[src/rtl/core/i2ccrc_pkg.sv]
// i2ccrc_pkg: types, constants and the CRC-8 byte update shared by the
// i2c crc8 frame checker, its result queue and its checker.
// no dependencies.
`timescale 1ns / 1ps

package i2ccrc_pkg;

  localparam int ADDR_W = 7;
  localparam int BYTE_W = 8;
  localparam int CFG_IDX_W = 1;
  localparam int CFG_DATA_W = 8;

  localparam logic [CFG_IDX_W-1:0] CFG_DEVICE_ADDRESS = 1'b0;
  localparam logic [CFG_IDX_W-1:0] CFG_CRC_POLYNOMIAL = 1'b1;

  localparam logic [ADDR_W-1:0] ADDR_RESET = 7'd8;
  localparam logic [BYTE_W-1:0] POLY_RESET = 8'h07;

  localparam logic KIND_READ = 1'b0;
  localparam logic KIND_WRITE = 1'b1;

  localparam logic RW_READ_BIT = 1'b1;
  localparam logic RW_WRITE_BIT = 1'b0;

  typedef struct packed {
    logic [BYTE_W-1:0] out_byte;
    logic              is_crc;
    logic              crc_ok;
    logic              frame_error;
    logic              end_of_run;
  } res_t;

  // msb-first crc-8 update of one byte, eight shift/xor steps
  function automatic logic [BYTE_W-1:0] crc8_byte(input logic [BYTE_W-1:0] crc_in,
                                                  input logic [BYTE_W-1:0] data,
                                                  input logic [BYTE_W-1:0] poly);
    logic [BYTE_W-1:0] crc;
    logic              fb;
    crc = crc_in;
    for (int i = BYTE_W - 1; i >= 0; i--) begin
      fb  = crc[BYTE_W-1] ^ data[i];
      crc = {crc[BYTE_W-2:0], 1'b0} ^ (fb ? poly : '0);
    end
    return crc;
  endfunction

endpackage

[src/rtl/core/i2ccrc_result_fifo.sv]
// i2ccrc_result_fifo: small result queue, up to two beats in and one out
// per cycle. depends on i2ccrc_pkg (res_t).
`timescale 1ns / 1ps

module i2ccrc_result_fifo import i2ccrc_pkg::*; #(
  parameter int DEPTH = 4
) (
  input  logic clk,
  input  logic rst_n,
  input  logic push_a,
  input  res_t data_a,
  input  logic push_b,
  input  res_t data_b,
  output logic space_ok,
  input  logic pop,
  output logic not_empty,
  output res_t head
);

  localparam int PW = (DEPTH > 1) ? $clog2(DEPTH) : 1;
  localparam int CW = $clog2(DEPTH + 1);

  res_t          mem_r [DEPTH];
  logic [PW-1:0] wr_ptr_r, wr_ptr_nxt, rd_ptr_r, rd_ptr_nxt, wr_b_ptr;
  logic [CW-1:0] count_r, count_nxt;
  logic          do_pop;

  function automatic logic [PW-1:0] wrap_inc(input logic [PW-1:0] p);
    return (p == PW'(DEPTH - 1)) ? '0 : p + 1'b1;
  endfunction

  assign not_empty = (count_r != '0);
  assign head      = mem_r[rd_ptr_r];
  assign do_pop    = pop && not_empty;
  assign space_ok  = (count_r <= CW'(DEPTH - 2));
  assign wr_b_ptr  = push_a ? wrap_inc(wr_ptr_r) : wr_ptr_r;

  always_comb begin
    wr_ptr_nxt = wr_ptr_r;
    if (push_a && push_b) begin
      wr_ptr_nxt = wrap_inc(wrap_inc(wr_ptr_r));
    end else if (push_a || push_b) begin
      wr_ptr_nxt = wrap_inc(wr_ptr_r);
    end
    rd_ptr_nxt = do_pop ? wrap_inc(rd_ptr_r) : rd_ptr_r;
    count_nxt  = count_r + CW'(push_a) + CW'(push_b) - CW'(do_pop);
  end

  always_ff @(posedge clk) begin
    if (!rst_n) begin
      wr_ptr_r <= '0;
      rd_ptr_r <= '0;
      count_r  <= '0;
    end else begin
      wr_ptr_r <= wr_ptr_nxt;
      rd_ptr_r <= rd_ptr_nxt;
      count_r  <= count_nxt;
    end
  end

  always_ff @(posedge clk) begin
    if (push_a) begin
      mem_r[wr_ptr_r] <= data_a;
    end
    if (push_b) begin
      mem_r[wr_b_ptr] <= data_b;
    end
  end

endmodule

[config.mk]
export PLATFORM = sky130hd
export DESIGN_NAME = i2ccrc_result_fifo
export DESIGN_NICKNAME = d
export VERILOG_FILES = /design/src/rtl/core/i2ccrc_pkg.sv /design/src/rtl/core/i2ccrc_result_fifo.sv
export SDC_FILE = /design/constraint.sdc
export NUM_CORES = 1
export LEC_CHECK = 0
export BUFFER_PORTS_ARGS = -buffer_cell sky130_fd_sc_hd__buf_2
export CAP_MARGIN = 10
export CORE_MARGIN = 1
export CORE_UTILIZATION = 30
export DETAILED_ROUTE_END_ITERATION = 7
export HOLD_SLACK_MARGIN = 0.15
export MAX_ROUTING_LAYER = met4
export PLACE_DENSITY = 0.44
export SLEW_MARGIN = 20
export SYNTH_ARGS = -nofsm -noshare
export SYNTH_HDL_FRONTEND = slang
export SYNTH_SLANG_ARGS = --single-unit
export TNS_END_PERCENT = 10
[constraint.sdc]
create_clock -name clk -period 3.65 [get_ports clk]
set_input_delay 0.73 -clock clk [delete_from_list [all_inputs] [get_ports clk]]
set_output_delay 0.73 -clock clk [all_outputs]
set_load 0.03 [all_outputs]
### After elaboration in Yosys (flattened, before gate mapping)

Memories as Yosys holds them, arrays and structs flattened. A register that Yosys moved wholly into a read port is not among the register bits.
Cells that the tools add are included.

* add/subtract/negate cells: 6
* $mul: 0
* div/mod/pow operators: 0
* $lt $le $gt $ge: 1
* eq/ne operators: 3
* shift operators: 0
* muxes and demuxes: 12
* bitwise logic cells: 0
* reductions and logical operators: 5

Operators with widths (number)
* 2-to-1 mux 2 bit: 8
* adder 2 x 1 -> 2 bit (second input constant): 3
* adder 3 x 1 -> 3 bit: 2
* equality test 2 bit (second input constant): 3
* 2-to-1 mux 1 bit: 4
* <= comparator 3 x 2 -> 1 bit (second input constant): 1
* nonzero test 3 bit: 1
* subtractor 3 x 1 -> 3 bit: 1
* logical AND 1 bit: 2
* nonzero test 2 bit: 1
* logical OR 1 bit: 1

* register bits: 7
* latch bits: 0
* RAM bits: 48
* memory bits (read-only): 0
* input bits: 29
* output and inout port bits: 14
* logic and storage cells: 31
* memories: 1

Memories
* mem_r: words 4, width 12, rd ports 1, clocked after Yosys merged registers in 1, wr ports 2, RTL line i2ccrc_result_fifo.sv:23 `res_t mem_r [DEPTH];`

### Longest topological paths before layout

* word-level depth: 5
* mapped depth: 8
* gate-level depth less buffers: 8

### Worst setup path before layout

Ideal clock, no wire load.

* path type: input to register
* start point: in push_a
* end point: mem mem_r[0][0] (netlist bit), enable pin
* library setup time: 0.398 ns
* arrival: 2.132 ns
* data required time: 3.252 ns
* path slack: 1.121 ns
* stages on the path: 3
* path buffers: 1
* path through: buf_4 o32a_1 o21ai_0

RTL lines
* start, declared: RTL line i2ccrc_result_fifo.sv:10 `input logic push_a,`
* end, declared: RTL line i2ccrc_result_fifo.sv:23

==> flow_summary.yaml <==
die:
  die_height_um: 101
  core_area_sq_um: 9420
  die_w_um: 101
  ioPinCount: 43
  die_area_sq_um: 10300
  num_rows: 35
  start_util: 0.315
worst_hold_path:
  hold_path_class: "flip-flop to flip-flop"
critical_path:
  path_buf_inv: 1
  cp_slowest_stage_delay_ps: 640
  crit_type: "flip-flop to flip-flop"
  critPathCaptureType: "flip-flop"
  worstPathArrival_ps: 2460
  crit_path_start_kind: "flip-flop"
  crit_fanout: 15
  reg2reg_slack_ps: 1160
  path_cells: "inv_1 > ha_1 > and4bb_1 > o21ai_2 > nand2_1"
  worst_path_dominant_cell_family: "simple AND/OR/NAND/NOR gates"
  slowest_stage: "dfxtp_1"
  cp.required_ps: 3620
timing:
  clock_skew_ps: 4.82
  slew_viol_final: 0
  worst_slack_ps: 1160
  max_slew_margin: 0.524
  finalSetupTns_ps: 0
  rsz0062_at_grt: "false"
  fin_crit_sh: 0.682
  hold_violations: 0
  worst_pin_slew_ps: 712
  fmax_mhz: 401
  min_period_ps: 2490
  setup_violations: 0
power:
  peakVddDrop_mv: 0.275
  switching_share: 0.327
  internal_power_uw: 1570
  powerDensity_nw_per_um2: 656
  clkPwrFrac: 0.310
  comb_power_share: 0.311
  power_frac_seq: 0.379
  p_sw_uw: 762
  p_leak_uw: 0.00132
cells_and_area:
  final_nets: 310
  n_fill_cell: 933
  multi_input_area_sq_um: 1200
  final_layout_size_suffix_gt1_frac: 0.314
  ff_latch_area_sq_um: 1620
  final_common_cell: "edfxtp_1"
  final_cell_mix: "edfxtp_1 (48), buf_2 (42), o2bb2ai_1 (36)"
  n_antenna_cell: 0
  areaGrowthSynthToFinish_pct: 19.6
clock_tree:
  cts_resized: 0
  tritoncts: "built"
  h-tree-depth: 3
  root_buffer: "clkbuf_8"
  postCtsSetupBuffers: 0
  cts_buffers: 9
  path_clk_slew_ps: 70
  clk_latency_ps: 340
  cts_hold_buf: 0
  clock_path_buffers: 2
  clkSinkCount: 57
detailed_routing:
  drtAntennaViolNets: 0
  first_iter_violations: 64
  drt_first_pass_iters: 4
  wl_per_cell_um: 18.8
  drc_errors: 0
  vias: 2028
  vias_per_cell: 5.00
  wirelength_um: 7630
grt:
  use_met1: 0.209
  met3_usage: 0.0407
  grt_usage: 0.167
  grt_max_degree: 20
  top_usage_layer: "met2"
  grt_first_pass_wirelength_um: 11800
  met2_usage: 0.264
  antenna_found_initial: 0
  grt-ovfl-total: 0
  grt_pass1_vias: 2119
placement:
  post-place-ws_ps: 1120
  place.gp.congestion: 0.751
  io_buffers: 42
  dpl.hpwl_um: 4740
logic_synthesis:
  syn_area_per_cell_sq_um: 13.3
  synth_area_sq_um: 2970
  synthCells: 223
  synth.distinct_cells: 35
  synth.yosys.seq_area_share: 0.547
  yosysWarnings: 0
  syn_nets: 261
  ys_ff_latch: 57
status:
  status: "complete, no violations"
run:
  maxCapViolations: 0
registers in the layout, indices dropped and copies added (netlist names), named ones only:
signal,flops
count_r,3
mem_r,48
rd_ptr_r,2
wr_ptr_r,2
final timing paths:
kind / cells past startpoint / to / start
setup / recovery: 5 / mem_r[3][3] / wr_ptr_r[0]
hold / removal: 2 / rd_ptr_r[1] / rd_ptr_r[1]
setup reg to reg: 5 / mem_r[3][3] / wr_ptr_r[0]
hold reg to reg: 2 / rd_ptr_r[1] / rd_ptr_r[1]
metal layers:
layer | up-vias | share of wire
met5 | - | 0
met4 | 0 | 0.011
met3 | 9 | 0.055
met2 | 62 | 0.47
met1 | 979 | 0.46
li1 | 978 | -
through the flow:
step | std cells | area, sq um | util | total power, uW | hold slack, ps
detailed placement | 390 | 3310 | 0.352 | 1640 | 526
global route | 406 | 3550 | 0.377 | 2440 | 617
CTS | 406 | 3550 | 0.377 | 2360 | 545
floorplan | 223 | 2970 | - | 1420 | 470
global placement | 390 | 3310 | 0.352 | 1630 | 522
finish | 406 | 3550 | 0.377 | 2330 | 532
area by class of cell:
type	instances	share of cell area
flip-flops and latches	57	0.457
multi-input cells	142	0.338
repair buffers	54	0.0847
well taps	129	0.0455
clock buffers	11	0.0370
clock inverters	5	0.0293
inverters	8	0.00847
cells in the mapped netlist:
cell type | n | share of area
edfxtp_1 | 48 | 0.49
o2bb2ai_1 | 36 | 0.11
nand2_1 | 34 | 0.043
mux4_2 | 12 | 0.091
o22ai_1 | 12 | 0.025
dfxtp_1 | 9 | 0.061
inv_1 | 8 | 0.010
ha_1 | 7 | 0.030
nor2_1 | 6 | 0.0076
buf_2 | 5 | 0.0084
buf_6 | 5 | 0.019
and2_1 | 4 | 0.0084
o21ai_0 | 4 | 0.0068
buf_4 | 3 | 0.0076
nor3b_1 | 3 | 0.0076
o21ai_2 | 3 | 0.0089
xnor2_1 | 3 | 0.0089
clkbuf_1 | 2 | 0.0025
fa_1 | 2 | 0.014
nand3_1 | 2 | 0.0034
a21o_1 | 1 | 0.0025
a21oi_1 | 1 | 0.0017
and3b_1 | 1 | 0.0030
and4bb_1 | 1 | 0.0042
buf_1 | 1 | 0.0013
mux2_2 | 1 | 0.0038
nor3_1 | 1 | 0.0017
nor3_2 | 1 | 0.0034
nor4b_2 | 1 | 0.0051
o211a_1 | 1 | 0.0034
o21ai_1 | 1 | 0.0017
o31a_1 | 1 | 0.0030
o31ai_1 | 1 | 0.0025
o32a_1 | 1 | 0.0034
or4b_4 | 1 | 0.0046
power by group through the flow:
| stage | sequential (uW) | clock (uW) | combinational, uW |
|---|---|---|---|
| floorplan | 873 | 0 | 550 |
| global placement | 899 | 0 | 736 |
| CTS | 884 | 735 | 739 |
| detailed placement | 898 | 0 | 739 |
| finish | 882 | 722 | 724 |
| global route | 893 | 756 | 796 |
worst register-to-register path: stages, from the launching register on:
cell	delay, ps
dfxtp_1	640
inv_1	130
ha_1	460
and4bb_1	270
o21ai_2	70
nand2_1	540
cells by family after synthesis:
kind of cell               after synthesis  share of synthesized area
muxes                                   13                     0.0949
xor gates and xnor gates                 3                    0.00886
AOI/OAI and AO/OA                       62                      0.165
buffers and inverters                   24                     0.0489
DFF                                     57                      0.547
and+or+nand+nor                         55                     0.0920
adders and majority gates                9                     0.0430
Power figures use the tool's default switching activity.
